==> src/ils_pkg.sv <==
`timescale 1ns / 1ps

package ils_pkg;

  // Largest supported list; sizes the position fields shared with the cells.
  localparam int MAX_DEPTH     = 1024;
  localparam int CTL_W         = $clog2(MAX_DEPTH + 1);
  localparam int DEF_DEPTH     = 64;
  localparam int DEF_ELEM_W    = 32;

  localparam int ACTION_W      = 3;
  localparam int INDEX_W       = 6;
  localparam int WORD_W        = 32;
  localparam int COUNT_OUT_W   = 7;
  localparam int STATUS_W      = 2;

  typedef enum logic [ACTION_W-1:0] {
    ACT_SET    = 3'd0,
    ACT_APPEND = 3'd1,
    ACT_INSERT = 3'd2,
    ACT_GET    = 3'd3,
    ACT_POP    = 3'd4,
    ACT_REMOVE = 3'd5
  } ils_action_t;

  typedef enum logic [STATUS_W-1:0] {
    ST_OK    = 2'd0,
    ST_FULL  = 2'd1,
    ST_EMPTY = 2'd2,
    ST_RANGE = 2'd3
  } ils_status_t;

  typedef enum logic [1:0] {
    CELL_HOLD,
    CELL_WRITE,
    CELL_INSERT,
    CELL_REMOVE
  } ils_cell_op_t;

  typedef struct packed {
    logic [ACTION_W-1:0] action;
    logic [INDEX_W-1:0]  index;
    logic [WORD_W-1:0]   value;
  } ils_in_t;

  typedef struct packed {
    logic [WORD_W-1:0]      value_out;
    logic [COUNT_OUT_W-1:0] count;
    logic [STATUS_W-1:0]    status;
  } ils_out_t;

  // Broadcast to every cell in the row.
  typedef struct packed {
    ils_cell_op_t     op;
    logic [CTL_W-1:0] pos;
    logic [CTL_W-1:0] cnt;
    logic [CTL_W-1:0] rd_pos;
  } ils_cell_ctrl_t;

endpackage

==> src/ils_ctrl.sv <==
`timescale 1ns / 1ps

module ils_ctrl #(
  parameter int DEPTH = ils_pkg::DEF_DEPTH
) (
  input  logic                          cmd_valid_i,
  input  ils_pkg::ils_in_t              req_i,
  input  logic [$clog2(DEPTH+1)-1:0]    count_i,
  output ils_pkg::ils_cell_ctrl_t       ctrl_o,
  output logic [$clog2(DEPTH+1)-1:0]    count_nxt_o,
  output ils_pkg::ils_status_t          status_o,
  output logic                          rd_en_o
);
  import ils_pkg::*;

  localparam int CW = $clog2(DEPTH + 1);
  localparam logic [CTL_W-1:0] DepthW = CTL_W'(DEPTH);

  logic [CTL_W-1:0] cnt_w;
  logic [CTL_W-1:0] idx_w;
  logic [CTL_W-1:0] last_w;
  logic             full;
  logic             empty;

  assign cnt_w  = CTL_W'(count_i);
  assign idx_w  = CTL_W'(req_i.index);
  assign last_w = cnt_w - CTL_W'(1);
  assign full   = (cnt_w == DepthW);
  assign empty  = (cnt_w == '0);

  always_comb begin
    ctrl_o.op     = CELL_HOLD;
    ctrl_o.pos    = idx_w;
    ctrl_o.cnt    = cnt_w;
    ctrl_o.rd_pos = idx_w;
    count_nxt_o   = count_i;
    status_o      = ST_OK;
    rd_en_o       = 1'b0;
    if (cmd_valid_i) begin
      unique case (req_i.action)
        ACT_SET: begin
          if (idx_w >= cnt_w) begin
            // clamped to the end: behaves as append
            if (full) begin
              status_o = ST_FULL;
            end else begin
              ctrl_o.op   = CELL_WRITE;
              ctrl_o.pos  = cnt_w;
              count_nxt_o = CW'(cnt_w + CTL_W'(1));
            end
          end else begin
            ctrl_o.op = CELL_WRITE;
          end
        end
        ACT_APPEND: begin
          if (full) begin
            status_o = ST_FULL;
          end else begin
            ctrl_o.op   = CELL_WRITE;
            ctrl_o.pos  = cnt_w;
            count_nxt_o = CW'(cnt_w + CTL_W'(1));
          end
        end
        ACT_INSERT: begin
          if (full) begin
            status_o = ST_FULL;
          end else if (idx_w > cnt_w) begin
            status_o = ST_RANGE;
          end else begin
            ctrl_o.op   = CELL_INSERT;
            count_nxt_o = CW'(cnt_w + CTL_W'(1));
          end
        end
        ACT_GET: begin
          if (empty) begin
            status_o = ST_EMPTY;
          end else begin
            rd_en_o       = 1'b1;
            ctrl_o.rd_pos = (idx_w >= cnt_w) ? last_w : idx_w;
          end
        end
        ACT_POP: begin
          if (empty) begin
            status_o = ST_EMPTY;
          end else begin
            rd_en_o       = 1'b1;
            ctrl_o.rd_pos = last_w;
            count_nxt_o   = CW'(last_w);
          end
        end
        ACT_REMOVE: begin
          if (empty) begin
            status_o = ST_EMPTY;
          end else if (idx_w >= cnt_w) begin
            status_o = ST_RANGE;
          end else begin
            rd_en_o     = 1'b1;
            ctrl_o.op   = CELL_REMOVE;
            count_nxt_o = CW'(last_w);
          end
        end
        default: ;
      endcase
    end
  end

endmodule

==> config.mk <==
export PLATFORM = sky130hd
export DESIGN_NAME = ils_ctrl
export DESIGN_NICKNAME = d
export VERILOG_FILES = /design/src/ils_pkg.sv /design/src/ils_ctrl.sv
export SDC_FILE = /design/constraint.sdc
export NUM_CORES = 1
export LEC_CHECK = 0
export BUFFER_PORTS_ARGS = -buffer_cell sky130_fd_sc_hd__buf_2
export CAP_MARGIN = 0
export CORE_MARGIN = 1
export CORE_UTILIZATION = 44
export DETAILED_ROUTE_END_ITERATION = 8
export PLACE_DENSITY = 0.94
export SYNTH_ARGS = -nofsm -noshare
export SYNTH_HDL_FRONTEND = slang
export SYNTH_SLANG_ARGS = --single-unit
==> constraint.sdc <==
create_clock -name vclk -period 2.6
set_clock_uncertainty 0.15 [all_clocks]
set_input_delay 0.26 -clock vclk [all_inputs]
set_output_delay 0.26 -clock vclk [all_outputs]
set_load 0.02 [all_outputs]
* Yosys cells after proc, flatten, opt, wreduce, memory -nomap -nowiden
Index checks and enable logic that the tools add are counted.
Word-level totals: flip-flop bits (word level) 0, bits in latches 0, bits in writable memories 0, memory bits (read-only) 0, input bits 49, output and inout port bits 45, logic and storage cells 51, memories kept 0
Operators by class: add/subtract/negate cells 2, multipliers 0, divide/modulo/power cells 0, magnitude comparators 2, equality and inequality tests 6, shift operators 0, mux-type cells 38, bitwise gates (word level) 0, reduce and logical (&&, ||, !) cells 3
Operators with widths (number):
- $mux 7 | 8
- $mux 11 | 5
- $pmux 11 s2 | 2
- $pmux 7 s5 | 1
- $mux 2 | 11
- $mux 13 | 1
- $mux 12 | 1
- $logic_not 11->1 | 1
- $pmux 2 s5 | 1
- $pmux 2 s4 | 1
- $sub 7x1->8 const B | 1
- $add 7x1->7 const B | 1
- $eq 7x7->1 const B | 1
- $ge 6x7->1 | 1
- $gt 6x7->1 | 1
- $eq 3x2->1 const B | 2
- $eq 3x3->1 const B | 2
- $mux 1 | 6
- $eq 3x1->1 const B | 1
- $logic_not 3->1 | 1
- $pmux 1 s2 | 1
- $reduce_or 2->1 | 1

* Longest topological paths before layout
Gate-level depths: netlist (run 1).
depth after elaboration 5, mapped depth 11, gate-level depth less buffers 8

* Least setup slack after synthesis (run 1)
No wires, ideal clock.
path type in2out, start input count_i[2], end output count_nxt_o[2], arrival 2211 ps, required time 2190 ps, path slack -21 ps, stages on the path 9, buffers on the path 1, cells stage by stage buf_2 -> inv_1 -> ha_1 -> nor2_1 -> nor2_4 -> a21o_1 -> a2111oi_2 -> nor3_1 -> o221ai_1
On the way: cells in the longest elaborated chain, start to end 5
RTL lines:
- from (decl) | line ils_ctrl.sv:8 | input logic [$clog2(DEPTH+1)-1:0] count_i,
- $sub 7x1->8, or another cell as far along | line ils_ctrl.sv:27 | assign last_w = cnt_w - CTL_W'(1);
- $mux 7, on equally long branches
- $mux 7, on equally long branches | line ils_ctrl.sv:92, ils_ctrl.sv:42, ils_ctrl.sv:65
- $pmux 7 s5 | line ils_ctrl.sv:40 | unique case (req_i.action)
- $mux 7 * | line ils_ctrl.sv:39 | if (cmd_valid_i) begin
- to (decl) | line ils_ctrl.sv:10 | output logic [$clog2(DEPTH+1)-1:0] count_nxt_o,
Mark *: on every way between the ends. The rest lies on a longest branch, timed or not.

* Worst setup path after layout (run 1)
start input req_i[32] (netlist bit), end output count_nxt_o[1]
On the way: cells in the longest elaborated chain, start to end 5
RTL lines:
- from (decl) | line ils_ctrl.sv:7 | input ils_pkg::ils_in_t req_i,
- $ge 6x7->1 / $gt 6x7->1 (equally long branches) | line ils_ctrl.sv:42, ils_ctrl.sv:94, ils_ctrl.sv:67
- $mux 7, on equally long branches | line ils_ctrl.sv:94, ils_ctrl.sv:67
- $mux 7, on equally long branches | line ils_ctrl.sv:92, ils_ctrl.sv:65
- $pmux 7 s5 * | line ils_ctrl.sv:40
- $mux 7 * | line ils_ctrl.sv:39
Marked as above.

==> results of run 1 <==
==> power groups by stage <==
stage	clock network [mW]	registers [mW]	logic [mW]
2_1_floorplan	0	0	0.239
3_3_place_gp	0	0	0.338
3_5_place_dp	0	0	0.348
4_1_cts	0	0	0.400
5_1_grt	0	0	0.527
6_report	0	0	0.504
==> metal layers <==
| metal | wire, um | vias to the layer above | GRT usage |
|---|---|---|---|
| li1 | - | 865 | - |
| met1 | 2300 | 935 | 0.386 |
| met5 | 0 | - | 0 |
| met3 | 807 | 71 | 0.0340 |
| met4 | 564 | 0 | 0.143 |
| met2 | 3220 | 250 | 0.527 |
==> timing repair <==
action / 4_1_cts / 5_1_grt
gates resized for setup: 30 / 55
setup endpoints to repair: 24 / 24
buffers inserted: 8 / 8
pin swaps: 14 / 27
endpoints found under the hold margin: 0 / 0
==> cell usage after synthesis, types with 4 or more instances <==
cell       n
a31oi_1    4
nand2_1   21
mux2i_1    4
nand2b_1   4
nor2_1    12
ha_1       9
a21oi_1    9
o22ai_1    5
buf_4     18
inv_1     10
nor3_1     5
nand3_1   11
o21ai_0    7
==> metrics by stage <==
stage | std cells | setup TNS (ns) | power [mW] | hold slack [ns]
global placement | 294 | -0.942 | 0.338 | 0.702
detailed placement | 294 | -2.09 | 0.348 | 0.705
finish | 309 | -0.784 | 0.504 | 0.736
global route | 309 | -2.55 | 0.527 | 0.742
floorplan | 200 | 0 | 0.239 | 0.483
CTS | 302 | 0 | 0.400 | 0.706
==> layout make-up <==
cell class	instances	share of cell area
inverter	11	0.0201
tap	31	0.0169
multi-input combinational	163	0.629
timing repair buffer	104	0.334
==> final timing paths <==
path,start,to,slack [ns],cells past startpoint
hold / removal,count_i[6],ctrl_o[17],0.74,2
setup / recovery,req_i[32],count_nxt_o[1],-0.15,12
==> logic make-up (layout without fill, tap and decap cells) <==
kind of cell             count (synthesis)  after routing  share of synthesized area
AND/OR/NAND/NOR                         75             75                      0.309
AO/OA/AOI/OAI                           58             58                      0.336
buffers and inverters                   37            115                      0.166
adder cells (fa/ha/maj)                  9              9                     0.0832
multiplexers                             8              8                     0.0712
XOR/XNOR                                 5              5                     0.0324
other                                    1              8                    0.00277
==> flow_summary.ini, run 1 <==
[synthesis]
synth_top_area_cell = buf_4
ys_warn_count = 0
syn_area_mm2 = 0.00135
synth_top_area_frac = 0.0998
yosysUniqueCellTypes = 60
seq_area_frac_synth = 0
syn_inst = 193
syn_avg_cell_area_um2 = 7.01
ys_top_cells_by_area = buf_4 (10%), ha_1 (8.3%), nand2_1 (5.8%)

[global_route]
grt_pass1_vias = 1706
grt_overflow = 0
grt_usage = 0.309
antenna_found_initial = 0
grt_max_degree = 11
grt_pass1_wl_um = 8090

[power_and_ir_drop]
ir_drop_mv = 0.128
power_frac_clock = 0
power_frac_comb = 1.000
seqPwrFrac = 0
cellInternalPower_mw = 0.216
p_leak_nw = 1.03
swShare = 0.571
power_density_mw_per_mm2 = 219
switchingPower_mw = 0.287

[cells_and_area]
utilization = 0.813
layout_common_cells = buf_4 (50), buf_2 (35), nand2_1 (19), buf_6 (18)
clockBufferCount = 0
n_antenna_cell = 0
seq_cell_count = 0
num-fill-cells = 152
fin_nets = 338
layout-drive-gt1-share = 0.558
multi_input_area_mm2 = 0.00145
final-seq-area_um2 = 0
final_common_cell = buf_4
area_growth_syn_to_layout_pct = 69.9
final_cell_area_mm2 = 0.00230

[worst_setup_path]
crit_path_frequent_cell = buf_6
critPathCaptureType = primary output
cpMaxStageDelayCell = a211o_4
cp_data_required_time_ns = 2.19
crit_chain = buf_6, inv_4, ha_4, nand2b_4, a211o_4, a211oi_4, buf_6, nand3b_1, buf_4, a311oi_2, a211o_1, buf_6
critical-path-top-delay-family = compound AO/OA/AOI/OAI gates
max_stage_delay_ns = 0.36
path_buf_inv = 5
cp_data_arrival_time_ns = 2.34
path_max_fanout = 3
crit_path_start_kind = input port
path_class = in2out

[flow_run]
cap_violations = 0

[sta]
maxSlewViolCount = 0
min_period_over_period = 1.06
period_minus_slack_ns = 2.75
finalHoldViolations = 0
fin_ws_ns = -0.149
rsz0062_at_grt = yes
slew_headroom = 0.570
setup_viol = 14
worst_slew_pin_slew_ns = 0.643
fmax_mhz = 364

[route]
wl_um = 6880
drc = 5
avgRoutedWirePerCell_um = 22.3
dr_total_vias = 2121
dr.pass1.iters = 9
drt.antenna.violating_nets = 0
vias_per_cell = 6.86
drt_iter0_drc = 276

[status]
status = finished with violations
violations = DRC, setup timing

[placement]
dp_slack_ns = -0.213
io_buffers = 54
placed_area_mm2 = 0.00177
gp_congestion = 1.10
hpwl_um = 3580

[die]
die_w_um = 57.5
start_util = 0.479
die_area_mm2 = 0.00330
pin_count = 94
die_h_um = 57.5
num_rows = 19
core_mm2 = 0.00283

[cts]
ctsHoldBuffers = 0

[worst_hold_path]
hp-class = in2out
Note: power is estimated with default switching activity, not from simulation.
==> inputs of run 2 (changes only) <==
--- a/config.mk
+++ b/config.mk
@@ -10,7 +10,7 @@
 export CORE_MARGIN = 1
 export CORE_UTILIZATION = 44
 export DETAILED_ROUTE_END_ITERATION = 8
-export PLACE_DENSITY = 0.94
+export PLACE_DENSITY = 0.83
 export SYNTH_ARGS = -nofsm -noshare
 export SYNTH_HDL_FRONTEND = slang
 export SYNTH_SLANG_ARGS = --single-unit
==> run 2 against run 1 <==
The flow still finishes with violations (DRC, setup timing). First-iteration DRC count down 55%. Cell count down 1.6%. Setup slack better by 0.14 ns. Global-route usage down 2.2 points. Non-clock buffer count down 5. Routed wire length down 24%. Worst hold slack worse by 0.0093 ns. Design area down 7.2%. Total power down 12%. Via count down 12%. Critical path type unchanged. Largest power group unchanged.
==> flow_summary.ini, run 2 (synthesis gave the netlist of run 1 again) <==
[route]
wl_met3_um = 466
vias_per_cell = 6.12
met2_length_um = 2630
wl_met1_um = 1980
drt_iter0_drc = 124
drc = 6
top_layer = met4
dr.pass1.iters = 8
wl_um = 5210
avgRoutedWirePerCell_um = 17.1
drt.antenna.violating_nets = 0
dr_total_vias = 1859

[cells_and_area]
final_common_cell = buf_4
utilization = 0.754
final-seq-area_um2 = 0
fin_cells = 304
n_antenna_cell = 0
layout-drive-gt1-share = 0.502
multi_input_area_mm2 = 0.00133
num-fill-cells = 220
area_growth_syn_to_layout_pct = 57.6
seq_cell_count = 0
clockBufferCount = 0
fin_nets = 333
layout_common_cells = buf_4 (41), buf_2 (39), nand2_1 (21), buf_6 (18), nor2_1 (12)

[sta]
maxSlewViolCount = 0
setup_viol = 1
finalHoldViolations = 0
fin_ws_ns = -0.00522
rsz0062_at_grt = yes
period_minus_slack_ns = 2.61
tns_ns = -0.00522
fmax_mhz = 384
min_period_over_period = 1.00

[cts]
ctsHoldBuffers = 0

[power_and_ir_drop]
p_leak_nw = 0.991
swShare = 0.560
seqPwrFrac = 0
power_frac_clock = 0
finalPower_mw = 0.445
switchingPower_mw = 0.249
cellInternalPower_mw = 0.196
power_frac_comb = 1.000
power_density_mw_per_mm2 = 209
ir_drop_mv = 0.124

[global_route]
grt_pass1_vias = 1618
grt_pass1_wl_um = 7610
antenna_found_initial = 0
grt_max_degree = 11
grt_usage = 0.287
grt_overflow = 0

[die]
die_w_um = 57.5
die_h_um = 57.5
start_util = 0.479
num_rows = 19
pin_count = 94
core_mm2 = 0.00283
die_area_mm2 = 0.00330

[worst_setup_path]
startpoint = count_i[0]
cp_data_required_time_ns = 2.19
critPathCaptureType = primary output
path_class = in2out
crit_path_frequent_cell = buf_6
path_max_fanout = 4
crit_path_start_kind = input port
cp_data_arrival_time_ns = 2.20
cp_num_cells = 10
cpMaxStageDelayCell = a211o_4
crit_chain = buf_6, ha_4, nand2b_4, a211o_4, a21oi_4, buf_6, nand3_4, a41o_1, a211o_1, buf_6
max_stage_delay_ns = 0.36
critical-path-top-delay-family = compound AO/OA/AOI/OAI gates
path_buf_inv = 3

[flow_run]
cap_violations = 0

[status]
status = finished with violations
violations = DRC, setup timing

[placement]
gp_congestion = 0.917
dp_slack_ns = -0.168
io_buffers = 54
dpl.cell_count = 302
hpwl_um = 3650

[worst_hold_path]
hp-class = in2out
whs_path_depth = 3
hold_path_startpoint = req_i[34]
run 2: cell types whose count changed in the layout (fill, tap and decap cells not counted), moves of 2 or more:
cell,change
nor2_2,-2
nor2_1,+2
buf_2,+4
nand2_1,+2
buf_4,-9
o21ai_1,-2
run 2: path summary, 6_finish.rpt:
kind	endpoint	slack, ns
hold / removal	ctrl_o[2]	0.73
setup / recovery	count_nxt_o[1]	-0.005
run 2: cell type report:
class	instances	area share
well taps	31	0.0182
inverters	11	0.0229
multi-input cells	163	0.621
repair buffers	99	0.338
run 2: power groups by stage:
| stage | clock [mW] | combinational, mW | sequential [mW] |
|---|---|---|---|
| after global routing | 0 | 0.470 | 0 |
| after floorplan | 0 | 0.239 | 0 |
| after detailed placement | 0 | 0.361 | 0 |
| after global placement | 0 | 0.357 | 0 |
| final | 0 | 0.445 | 0 |
| after CTS | 0 | 0.393 | 0 |
run 2: metrics by stage:
step                area, um^2  hold WS [ns]
floorplan                 1390         0.483
global placement          1830         0.737
detailed placement        1830         0.735
CTS                       1950         0.736
global route              2130         0.731
finish                    2130         0.726
run 2: timing repair:
action	CTS	global route
gates resized for setup	19	44
pin swaps	8	10
setup buffers	1	1
endpoints found under the setup margin	23	23
run 2: per-layer routing:
layer,vias to the layer above,track usage
li1,866,-
met1,860,0.395
met2,114,0.488
met3,19,0.00907
met4,0,0.0767
met5,-,0
