===== src/ils_pkg.sv =====
`timescale 1ns / 1ps

package ils_pkg;

  // Largest supported list; sizes the position fields shared with the cells.
  localparam int MAX_DEPTH     = 1024;
  localparam int CTL_W         = $clog2(MAX_DEPTH + 1);
  localparam int DEF_DEPTH     = 64;
  localparam int DEF_ELEM_W    = 32;

  localparam int ACTION_W      = 3;
  localparam int INDEX_W       = 6;
  localparam int WORD_W        = 32;
  localparam int COUNT_OUT_W   = 7;
  localparam int STATUS_W      = 2;

  typedef enum logic [ACTION_W-1:0] {
    ACT_SET    = 3'd0,
    ACT_APPEND = 3'd1,
    ACT_INSERT = 3'd2,
    ACT_GET    = 3'd3,
    ACT_POP    = 3'd4,
    ACT_REMOVE = 3'd5
  } ils_action_t;

  typedef enum logic [STATUS_W-1:0] {
    ST_OK    = 2'd0,
    ST_FULL  = 2'd1,
    ST_EMPTY = 2'd2,
    ST_RANGE = 2'd3
  } ils_status_t;

  typedef enum logic [1:0] {
    CELL_HOLD,
    CELL_WRITE,
    CELL_INSERT,
    CELL_REMOVE
  } ils_cell_op_t;

  typedef struct packed {
    logic [ACTION_W-1:0] action;
    logic [INDEX_W-1:0]  index;
    logic [WORD_W-1:0]   value;
  } ils_in_t;

  typedef struct packed {
    logic [WORD_W-1:0]      value_out;
    logic [COUNT_OUT_W-1:0] count;
    logic [STATUS_W-1:0]    status;
  } ils_out_t;

  // Broadcast to every cell in the row.
  typedef struct packed {
    ils_cell_op_t     op;
    logic [CTL_W-1:0] pos;
    logic [CTL_W-1:0] cnt;
    logic [CTL_W-1:0] rd_pos;
  } ils_cell_ctrl_t;

endpackage


===== src/ils_cell.sv =====
`timescale 1ns / 1ps

module ils_cell #(
  parameter int INDEX         = 0,
  parameter int ELEMENT_WIDTH = ils_pkg::DEF_ELEM_W
) (
  input  logic                       clk,
  input  ils_pkg::ils_cell_ctrl_t    ctrl_i,
  input  logic [ELEMENT_WIDTH-1:0]   wr_data_i,
  input  logic [ELEMENT_WIDTH-1:0]   left_i,
  input  logic [ELEMENT_WIDTH-1:0]   right_i,
  output logic [ELEMENT_WIDTH-1:0]   data_o,
  output logic [ELEMENT_WIDTH-1:0]   rd_o
);
  import ils_pkg::*;

  localparam logic [CTL_W-1:0] MyPos  = CTL_W'(INDEX);
  localparam logic [CTL_W-1:0] MyNext = CTL_W'(INDEX + 1);

  logic [ELEMENT_WIDTH-1:0] data_r;
  logic [ELEMENT_WIDTH-1:0] data_nxt;

  always_comb begin
    data_nxt = data_r;
    unique case (ctrl_i.op)
      CELL_HOLD: data_nxt = data_r;
      CELL_WRITE: begin
        if (ctrl_i.pos == MyPos) data_nxt = wr_data_i;
      end
      CELL_INSERT: begin
        // open the gap: the addressed cell takes the new word, those above shift up
        if (ctrl_i.pos == MyPos) begin
          data_nxt = wr_data_i;
        end else if ((MyPos > ctrl_i.pos) && (MyPos <= ctrl_i.cnt)) begin
          data_nxt = left_i;
        end
      end
      CELL_REMOVE: begin
        // close the gap: pull down from the neighbor above
        if ((MyPos >= ctrl_i.pos) && (MyNext < ctrl_i.cnt)) data_nxt = right_i;
      end
      default: data_nxt = data_r;
    endcase
  end

  always_ff @(posedge clk) begin
    data_r <= data_nxt;
  end

  assign data_o = data_r;
  assign rd_o   = (ctrl_i.rd_pos == MyPos) ? data_r : '0;

endmodule


===== config.mk =====
export PLATFORM = sky130hd
export DESIGN_NAME = ils_cell
export DESIGN_NICKNAME = d
export VERILOG_FILES = /design/src/ils_pkg.sv /design/src/ils_cell.sv
export SDC_FILE = /design/constraint.sdc
export NUM_CORES = 1
export LEC_CHECK = 0
export ABC_AREA = 1
export BUFFER_PORTS_ARGS = -buffer_cell sky130_fd_sc_hd__buf_4
export CAP_MARGIN = 10
export CORE_ASPECT_RATIO = 1.2
export CORE_MARGIN = 4
export CORE_UTILIZATION = 42
export CTS_BUF_LIST = sky130_fd_sc_hd__clkbuf_16
export CTS_CLUSTER_SIZE = 10
export DETAILED_ROUTE_END_ITERATION = 6
export PLACE_DENSITY = 0.87
export SLEW_MARGIN = 20
export SYNTH_ARGS = -nofsm -noshare
export SYNTH_HDL_FRONTEND = slang
export SYNTH_SLANG_ARGS = --single-unit

===== constraint.sdc =====
create_clock -name clk -period 3.12 [get_ports clk]
set_clock_uncertainty 0.05 [all_clocks]
set_input_delay 0.156 -clock clk [delete_from_list [all_inputs] [get_ports clk]]
set_output_delay 0.156 -clock clk [all_outputs]
set_load 0.01 [all_outputs]

-- Yosys cells after proc, flatten, opt, wreduce, memory -nomap -nowiden
Index checks and enable logic that the tools add are counted.
- add/sub/neg operators: 0
- multiply operators: 0
- div/mod/pow operators: 0
- order comparisons: 4
- eq/ne operators: 6
- shift operators: 0
- mux-type cells: 6
- bitwise logic cells: 1
- reduce and logical (&&, ||, !) cells: 6
- operator list (kind ; number):
    $mux 32 ; 5
    $pmux 32 s3 ; 1
    $logic_not 11->1 ; 2
    $ge 1x11->1 const A ; 1
    $gt 1x11->1 const A ; 1
    $le 1x11->1 const A ; 1
    $lt 1x11->1 const A ; 1
    $eq 2x2->1 const B ; 2
    $ne 2x2->1 const B ; 2
    $reduce_and 4->1 ; 1
    $ne 3x3->1 const B ; 1
    $eq 2x1->1 const B ; 1
    $logic_and 1x1->1 ; 2
    $logic_not 2->1 ; 1
    $not 1->1 ; 1
- flip-flop bits (word level): 32
- bits in latches: 0
- memory bits (writable): 0
- ROM bits: 0
- bits of input ports: 132
- output and inout bits: 64
- word-level logic and storage cells: 24
- memories kept: 0

-- Depth between registers and ports, before layout
Gate-level depths: netlist of run 1.
- depth in word-level cells: 5
- mapped depth: 9
- depth with buffers taken out: 8

-- Least setup slack after synthesis of run 1
No wires, ideal clock.
- kind: input -> register
- from: input ctrl_i[26] in the netlist's numbering
- to: register data_r[0], in the netlist data_o[0], enable pin
- setup time: 0.422 ns
- data arrival time: 2.255 ns
- data required time: 2.648 ns
- path slack: 0.394 ns
- stages: 6
- path buffers: 2
- cell sequence: or2_1 -> nor2_2 -> buf_6 -> buf_6 -> o211ai_2 -> nor2_1
- longest elaborated chain between the ends: 4
- elaborated cells between the ends (all ways): 9
- classes of those cells: order compare: 2; eq/ne: 3; reduce/logical: 4
- ends and longest elaborated chain (element ; line ; RTL):
    start: declaration ; ils_cell.sv:8 ; input ils_pkg::ils_cell_ctrl_t ctrl_i,
    $gt 1x11->1 or $ge 1x11->1 (tied branches) ; ils_cell.sv:34, ils_cell.sv:40 ;
    $logic_and 1x1->1 (on tied branches) ; ils_cell.sv:34, ils_cell.sv:40 ;
    $ne 3x3->1 (no source line) or $ne 2x2->1 (tied branches) ; n/a ;
    $reduce_and 4->1 (no source line) (*) ; n/a ;
    end signal: assignment ; ils_cell.sv:47 ; data_r <= data_nxt;
    end: declaration ; ils_cell.sv:20 ; logic [ELEMENT_WIDTH-1:0] data_r;
Mark *: on every way between the ends. The rest lies on a longest branch, timed or not.
A chain may end at the register's enable or synchronous reset.

-- Worst setup path in the final report of run 1
- from: input ctrl_i[26] in the netlist's numbering
- to: register data_r[24], in the netlist data_o[24] (data pin)
- longest elaborated chain between the ends: 3
- ends and longest elaborated chain (element ; line ; RTL):
    $logic_not 11->1 ; ils_cell.sv:32 ; if (ctrl_i.pos == MyPos) begin
    $mux 32 ; ils_cell.sv:32 ;
    $pmux 32 s3 ; ils_cell.sv:25 ; unique case (ctrl_i.op)
    named net data_nxt[24] ; ils_cell.sv:21 ; logic [ELEMENT_WIDTH-1:0] data_nxt;
The timed path passes the listed nets, and every way through them passes these cells.

==> impl_metrics.csv, run 1 <==
group,metric,value,unit
sta,rsz0062_at_grt,"false",
setup_path,slowest_delay,0.53,ns
cells_and_area,fill_cells,547,
cells_and_area,antennaDiodeCount,0,
sta,finalSetupTns,0,ns
cts,clkSlewWorstSetupHoldPaths,0.05,ns
cells_and_area,drive_above_1_share,44.6,%
cts,cts-buffers-inserted,5,
cells_and_area,layout_common_cells,"buf_4 (199), inv_1 (84), nand2_1 (77)",
power_and_ir_drop,p_leak,2.31,nW
routing,ant_nets,0,
hold_path,hold_path.class,"primary input to flop",
grt,grt_pass1_wl,14000,um
cells_and_area,multi_input_area,1350,um2
cells_and_area,areaGrowthSynthToFinish,57.0,%
grt,use_met3,4.45,%
synth,synth_top_area_share,34.5,%
synth,mappedNetlistArea,2790,um2
cts,cts_setup_buffers,0,
placed_design,place_inst,651,
sta,slew_headroom,51.7,%
floorplan,core,6450,um2
setup_path,cp-end-kind,"flop",
cells_and_area,final_cells,659,
setup_path,critPathLaunchType,"primary input",
sta,worst_slew_pin_slew,0.725,ns
routing,firstDrtPassIters,5,
cts,cts.repair.resized,0,
cells_and_area,final_common_cell,"buf_4",
power_and_ir_drop,ir_worst_vdd,0.221,mV
setup_path,worst-setup-path-type,"primary input to flop",
routing,drt-initial-drc-count,122,
synth,synth_cell_types,25,
placed_design,gp_congestion,0.811,
sta,hold_viol,0,
grt,grt-busiest-layer,"met2",
grt,antenna_found_initial,0,
routing,routed_via_density,4.87,
power_and_ir_drop,finalPower,1.20,mW
placed_design,place.detailed.hpwl,6960,um
floorplan,rows,32,
sta,fmax,0.553,GHz
cells_and_area,seqCellArea,961,um2
cts,clk_path_buf_depth,2,
setup_path,path_cells,"buf_4 -> or2_1 -> nor2_4 -> buf_4 -> nand3_1 -> nand2_1 -> o21bai_2",
cts,clock_sinks,32,
placed_design,place.port_buffers,194,
sta,min_period,1.81,ns
sta,setup_viol,0,
grt,grt_max_degree,56,
grt,grt_pass1_vias,3103,
routing,via_count,3211,
grt,gr-usage-met1,24.3,%
synth,synth.avg_cell_area,7.13,um2
cells_and_area,final_nets,705,
setup_path,slowest_stage,"buf_4",
setup_path,cp_max_fo,42,
flow_run,maxCapViolations,0,
status,status,"complete, no violations",
floorplan,die_w,82.4,um
synth,synth.area.top_cells,"edfxtp_1 (34%), inv_1 (11%), nand2_1 (10%)",
sta,maxSlewViolCount,0,
grt,grt-ovfl-total,0,
setup_path,arrival,1.78,ns
synth,synth_nets,523,
routing,routed_wl,9270,um
floorplan,die_area,8010,um2
synth,yosys_warnings,0,
sta,finalCritPeriodShare,57.9,%
floorplan,die_y,97.2,um
synth,yosysTopAreaCell,"edfxtp_1",
sta,holdWs,0.154,ns
cts,cts_tree,"yes",
synth,yosysSeqAreaShare,34.5,%
cts,cts_hold_buf,0,
synth,synthCells,391,
grt,grtUsageMet2,40.9,%
grt,track_usage,22.1,%
routing,wl_per_cell,14.1,um
setup_path,cpMostUsedCell,"buf_4",
setup_path,required,3.09,ns
power_and_ir_drop,p_per_area,275,nW/um2
floorplan,start_util,43.2,%
routing,drc_errors,0,
synth,ys_ff_latch,32,
floorplan,io_pins,196,
cts,cts_root_buffer,"clkbuf_16",
hold_path,hold_depth,3,
cells_and_area,largest_reg_flops,32,
cts,h-tree-depth,2,
==> critical path: cells and delay by family <==
kind                   cells  cell delay (ns)
buffers and inverters      2             0.63
AND/OR/NAND/NOR            4             0.88
AO/OA/AOI/OAI              1             0.06
==> area by class of cell <==
| cell class | instances | share of cell area [%] |
|---|---|---|
| Multi-Input combinational cell | 248 | 30.8 |
| Sequential cell | 32 | 22.0 |
| Clock buffer | 5 | 2.86 |
| Tap cell | 85 | 2.43 |
| Timing Repair Buffer | 199 | 34.2 |
| Clock inverter | 3 | 0.315 |
| Inverter | 87 | 7.47 |
==> worst paths after layout <==
| path | startpoint | slack [ns] | to |
|---|---|---|---|
| max | ctrl_i[26] | 1.31 | data_o[24] |
| min | left_i[29] | 0.15 | data_o[29] |
==> per-stage QoR <==
step,area (um2),util (%),setup WS (ns)
3_3_place_gp,4240,65.7,1.10
5_1_grt,4370,67.9,1.22
2_1_floorplan,2790,-,0.394
6_report,4370,67.9,1.31
4_1_cts,4370,67.9,1.33
3_5_place_dp,4240,65.7,1.05
==> synthesized netlist by cell type (all sizes together) <==
library cell,instances
nand2,78
nor3,3
edfxtp,32
buf,18
clkbuf,6
nor2,41
or2,3
o211ai,1
nand3,44
o21bai,22
o22a,1
o21ai,31
inv,87
nor4,2
a21oi,22
==> metal layers <==
| metal | wire length [um] | share of wire [%] | vias up |
|---|---|---|---|
| li1 | - | - | 1590 |
| met1 | 3250 | 35 | 1453 |
| met2 | 4960 | 53 | 149 |
| met3 | 850 | 9.2 | 19 |
| met4 | 212 | 2.3 | 0 |
| met5 | 0 | 0 | - |
==> where the power goes <==
group          internal (mW)  switching (mW)  total (mW)
logic                  0.158           0.105       0.263
clock network          0.289           0.172       0.461
registers              0.479        0.000126       0.479
total                  0.926           0.277        1.20
==> kinds of logic after synthesis <==
kind of cell | synth area share (%)
and+or+nand+nor | 26.0
buffers and inverters | 17.9
AOI/OAI and AO/OA | 21.6
DFF | 34.5
No activity file was read; power rests on OpenSTA's default activity.
==> inputs of run 2 (changes only) <==
==> constraint.sdc (replaced) <==
create_clock -name clk -period 1.8 [get_ports clk]
set_clock_uncertainty 0.05 [all_clocks]
set_input_delay 0.09 -clock clk [delete_from_list [all_inputs] [get_ports clk]]
set_output_delay 0.09 -clock clk [all_outputs]
set_load 0.01 [all_outputs]
==> impl_metrics.csv, run 2 (synthesis results as in run 1) <==
group,metric,value,unit
setup_path,crit_family,"simple AND/OR/NAND/NOR gates",
cells_and_area,drive_above_1_share,44.9,%
cells_and_area,antennaDiodeCount,0,
power_and_ir_drop,ir_worst_vdd,0.308,mV
setup_path,slowest_delay,0.57,ns
cts,cts_root_buffer,"clkbuf_16",
cts,cts.repair.resized,0,
sta,worst_slew_pin_slew,0.954,ns
cts,cts_hold_buf,0,
routing,wl_per_cell,13.9,um
sta,slew_headroom,36.2,%
floorplan,die_w,82.4,um
grt,grt_max_degree,56,
status,status,"complete, no violations",
cells_and_area,finish.utilization,68.2,%
cells_and_area,layout_common_cells,"buf_4 (202), inv_1 (84), nand2_1 (77)",
grt,grt-ovfl-total,0,
cells_and_area,areaGrowthSynthToFinish,57.8,%
sta,hold_viol,0,
placed_design,dpl_cell_area,4260,um2
setup_path,worstSetupPathDepth,9,
sta,maxSlewViolCount,0,
cts,cts_setup_buffers,0,
placed_design,place.detailed.hpwl,7200,um
cells_and_area,final_cell_area,4400,um2
grt,track_usage,22.2,%
grt,grt_pass1_wl,14000,um
cells_and_area,final_nets,708,
cts,cts_tree,"yes",
power_and_ir_drop,p_leak,2.33,nW
routing,firstDrtPassIters,6,
grt,antenna_found_initial,0,
floorplan,rows,32,
flow_run,maxCapViolations,0,
floorplan,core,6450,um2
setup_path,arrival,1.58,ns
setup_path,path_cells,"buf_4 -> or2_1 -> nor2_4 -> buf_4 -> nand2_4 -> nand2_1 -> nand3_1 -> nand2_1 -> inv_1",
sta,finalCritPeriodShare,89.0,%
cells_and_area,largest_reg_flops,32,
setup_path,cp-end-kind,"flop",
cts,h-tree-depth,2,
setup_path,path_buf_inv,3,
placed_design,gp_congestion,0.918,
cts,cts-buffers-inserted,5,
setup_path,worst-setup-path-type,"primary input to flop",
cts,clkSlewWorstSetupHoldPaths,0.05,ns
cells_and_area,final_common_cell,"buf_4",
sta,rsz0062_at_grt,"false",
routing,ant_nets,0,
cts,clk_path_buf_depth,2,
routing,routed_via_density,4.85,
sta,fmax,0.624,GHz
sta,min_period,1.60,ns
hold_path,hold_path.class,"primary input to flop",
setup_path,cp_max_fo,55,
floorplan,die_area,8010,um2
routing,drt-initial-drc-count,185,
sta,finalSetupTns,0,ns
routing,drc_errors,0,
floorplan,io_pins,196,
setup_path,critPathLaunchType,"primary input",
setup_path,slowest_stage,"buf_4",
floorplan,die_y,97.2,um
cts,clock_sinks,32,
setup_path,required,1.78,ns
placed_design,place.port_buffers,194,
floorplan,start_util,43.2,%
hold_path,hold_depth,3,
routing,routed_wl,9200,um
sta,setup_viol,0,
routing,via_count,3212,
power_and_ir_drop,p_per_area,477,nW/um2
grt,grt_pass1_vias,3111,
## run 2: changes by cell type in the layout (fill, tap and decap cells not counted), sizes merged
| cell | delta |
|---|---|
| buf | +3 |
## run 2: worst paths after layout
kind,startpoint,end,slack [ns]
min,left_i[29],data_o[29],0.09
max,ctrl_i[26],data_o[28],0.20
## run 2: per-stage QoR
stage / cells / setup slack, ns / hold WS (ns) / power, mW
finish: 662 / 0.198 / 0.0880 / 2.10
floorplan: 391 / 0.0221 / 0.268 / 1.05
global route: 662 / 0.0572 / 0.0925 / 2.20
CTS: 662 / 0.196 / 0.0860 / 2.11
detailed placement: 654 / -0.0906 / 0.369 / 1.31
global placement: 654 / -0.0156 / 0.363 / 1.29
## run 2: metal layers
metal | GRT usage (%) | wire (um) | part of all wire [%]
met5 | 0 | 0 | 0
met4 | 10.2 | 341 | 3.7
met3 | 4.08 | 790 | 8.6
met2 | 40.6 | 4920 | 53
met1 | 23.6 | 3150 | 34
## run 2: cell type report
cell class	instances	area, um2
fill	529	2050
multi-input combinational	248	1350
tap	85	106
sequential	32	961
timing repair buffer	202	1520
clock inverter	3	13.8
clock buffer	5	125
inverter	87	327
## run 2: report_power, final
group	leakage, nW	internal (mW)	total [mW]	switching (mW)
registers	0.277	0.830	0.830	0.000217
logic	1.98	0.280	0.466	0.187
clock network	0.0710	0.502	0.801	0.300
total	2.33	1.61	2.10	0.486
## run 2: worst min-delay path: cells and delay by family
| kind | cells | cell delay [ns] |
|---|---|---|
| AO/OA/AOI/OAI | 2 | 0.14 |
| buffers and inverters | 1 | 0.08 |
==> inputs of run 3 (changes only) <==
--- a/config.mk
+++ b/config.mk
@@ -5,12 +5,11 @@
 export SDC_FILE = /design/constraint.sdc
 export NUM_CORES = 1
 export LEC_CHECK = 0
-export ABC_AREA = 1
 export BUFFER_PORTS_ARGS = -buffer_cell sky130_fd_sc_hd__buf_4
-export CAP_MARGIN = 10
+export CAP_MARGIN = 15
 export CORE_ASPECT_RATIO = 1.2
 export CORE_MARGIN = 4
-export CORE_UTILIZATION = 42
+export CORE_UTILIZATION = 43
 export CTS_BUF_LIST = sky130_fd_sc_hd__clkbuf_16
 export CTS_CLUSTER_SIZE = 10
 export DETAILED_ROUTE_END_ITERATION = 6
==> impl_metrics.csv, run 3 <==
group,metric,value,unit
synth,ys_ff_latch,32,
synth,synth_nets,444,
synth,mappedNetlistArea,2910,um2
cts,clkSlewWorstSetupHoldPaths,0.05,ns
power_and_ir_drop,clockPowerShare,36.1,%
routing,routed_wl,10700,um
routing,via_count,3394,
synth,synth_compound_area_share,26.1,%
cells_and_area,largest_reg_flops,32,
cts,cts_hold_buf,0,
flow_run,maxCapViolations,0,
cts,cts_setup_buffers,0,
cells_and_area,finish.utilization,70.5,%
power_and_ir_drop,pwr-share-seq,38.6,%
cells_and_area,multi_input_area,1780,um2
cts,cts-buffers-inserted,5,
cts,clock_sinks,32,
cells_and_area,areaGrowthSynthToFinish,57.1,%
floorplan,start_util,44.9,%
setup_path,cp-end-kind,"flop",
synth,synth_cell_types,25,
floorplan,core,6490,um2
synth,synth-simple-area-share,34.3,%
power_and_ir_drop,p_leak,1.82,nW
synth,synth.avg_cell_area,9.33,um2
cts,cts_root_buffer,"clkbuf_16",
cts,cts.repair.resized,0,
synth,ys.flop_type,"edfxtp_1",
synth,synthTopCellsByCount,"nand2b_1 (63), nor4_1 (35)",
cells_and_area,layout_common_cells,"buf_4 (211), nand2b_1 (63), nor4_1 (35)",
grt,track_usage,25.6,%
placed_design,place.port_buffers,194,
power_and_ir_drop,ir_worst_vdd,0.354,mV
sta,hold_viol,0,
sta,maxSlewViolCount,0,
routing,routed_via_density,5.89,
synth,postSynth.asyncResetShare,0,%
cells_and_area,seqCellArea,961,um2
setup_path,cp_max_fo,32,
sta,rsz0062_at_grt,"false",
grt,grt_max_degree,44,
cts,clk_path_buf_depth,2,
cells_and_area,antennaDiodeCount,0,
grt,grt_pass1_vias,3574,
power_and_ir_drop,p_comb_share,25.2,%
placed_design,gp_congestion,0.838,
power_and_ir_drop,p_per_area,471,nW/um2
status,status,"complete, no violations",
synth,synthXorXnorAreaFrac,0,%
routing,wl_per_cell,18.6,um
floorplan,die_area,8160,um2
cells_and_area,drive_above_1_share,50.5,%
routing,drt-initial-drc-count,297,
grt,grt_pass1_wl,17400,um
synth,yosys_warnings,0,
setup_path,critPathLaunchType,"primary input",
floorplan,die_y,98.1,um
grt,grt-ovfl-total,0,
cells_and_area,final_nets,623,
cells_and_area,final_common_cell,"buf_4",
sta,setup_viol,0,
sta,slew_headroom,65.8,%
routing,ant_nets,0,
power_and_ir_drop,switchingPower,0.512,mW
sta,holdWs,0.137,ns
synth,synth_top_family_by_area,"simple AND/OR/NAND/NOR gates",
cells_and_area,fill_cells,510,
setup_path,worst-setup-path-type,"primary input to flop",
floorplan,io_pins,196,
sta,fmax,0.587,GHz
synth,synth.most_common_cell,"nand2b_1",
setup_path,arrival,1.73,ns
synth,muxShareOfSynthArea,0,%
floorplan,die_w,83.1,um
synth,synth_top_area_share,33.0,%
synth,synth.area.top_cells,"edfxtp_1 (33%), a221oi_2 (14%), nand2b_1 (14%)",
cts,h-tree-depth,2,
cts,cts_tree,"yes",
synth,synthAdderAreaFrac,0,%
routing,firstDrtPassIters,5,
sta,finalCritPeriodShare,94.6,%
synth,yosysTopAreaCell,"edfxtp_1",
sta,worst_slew_pin_slew,0.506,ns
setup_path,required,1.83,ns
hold_path,hold_path.class,"primary input to flop",
grt,antenna_found_initial,0,
synth,synthCells,312,
power_and_ir_drop,p_int,1.64,mW
floorplan,rows,32,
synth,yosysSeqAreaShare,33.0,%
power_and_ir_drop,sw_frac_of_total,23.8,%
placed_design,place.detailed.hpwl,7990,um
sta,min_period,1.70,ns
synth,synth-edff-count,32,
routing,drc_errors,0,
[run 3: cell count changes in the layout (fill, tap and decap cells not counted), moves of 9 or more]
cell	before	now
a21oi_2	20	0
a221oi_2	0	28
and2_1	0	32
buf_4	202	211
inv_1	84	2
nand2_1	77	1
nand2b_1	0	63
nand3_1	44	1
nor4_1	2	35
o21ai_0	31	1
o21bai_2	20	0
o311ai_0	0	31
[run 3: metal layers]
metal | wire length [um] | vias to the layer above | global-route usage, %
li1 | - | 1573 | -
met3 | 715 | 27 | 5.15
met2 | 5690 | 185 | 47.4
met4 | 362 | 0 | 10.1
met5 | 0 | - | 0
met1 | 3910 | 1609 | 28.6
[run 3: power by group through the flow]
stage / logic [mW] / clock network (mW) / registers [mW]
2_1_floorplan: 0.248 / 0 / 0.847
3_3_place_gp: 0.522 / 0 / 0.847
3_5_place_dp: 0.540 / 0 / 0.847
4_1_cts: 0.541 / 0.787 / 0.832
5_1_grt: 0.596 / 0.812 / 0.831
6_report: 0.544 / 0.779 / 0.832
[run 3: area by class of cell]
cell class	count	share of cell area [%]
tap	85	2.33
sequential	32	21.0
clock buffer	5	2.74
inverter	2	0.164
clock inverter	2	0.164
multi-input combinational	239	39.0
timing repair buffer	211	34.6
[run 3: final timing paths]
check                      from    endpoint  slack [ns]  depth (start not counted)
setup / recovery     ctrl_i[26]   data_o[0]         0.1                          5
hold / removal    wr_data_i[28]  data_o[28]        0.14                          3
[run 3: metrics by stage]
step | area [um2] | total power [mW] | worst slack, ns | setup TNS [ns] | std cells
global placement | 4440 | 1.37 | -0.158 | -6.75 | 569
finish | 4570 | 2.15 | 0.0969 | 0 | 576
global route | 4570 | 2.24 | 0.0524 | 0 | 576
floorplan | 2930 | 1.10 | -0.852 | -27.28 | 312
CTS | 4570 | 2.16 | 0.115 | 0 | 576
detailed placement | 4440 | 1.39 | -0.169 | -8.35 | 569
[run 3: logic make-up after synthesis]
family	Yosys count
buffers and inverters	41
AO/OA/AOI/OAI	67
AND/OR/NAND/NOR	172
flip-flops	32
[run 3: critical path, cell delays in order]
cell      delay, ns
buf_4          0.11
or4_4          0.52
or2_2          0.34
buf_4          0.30
a221oi_1       0.35
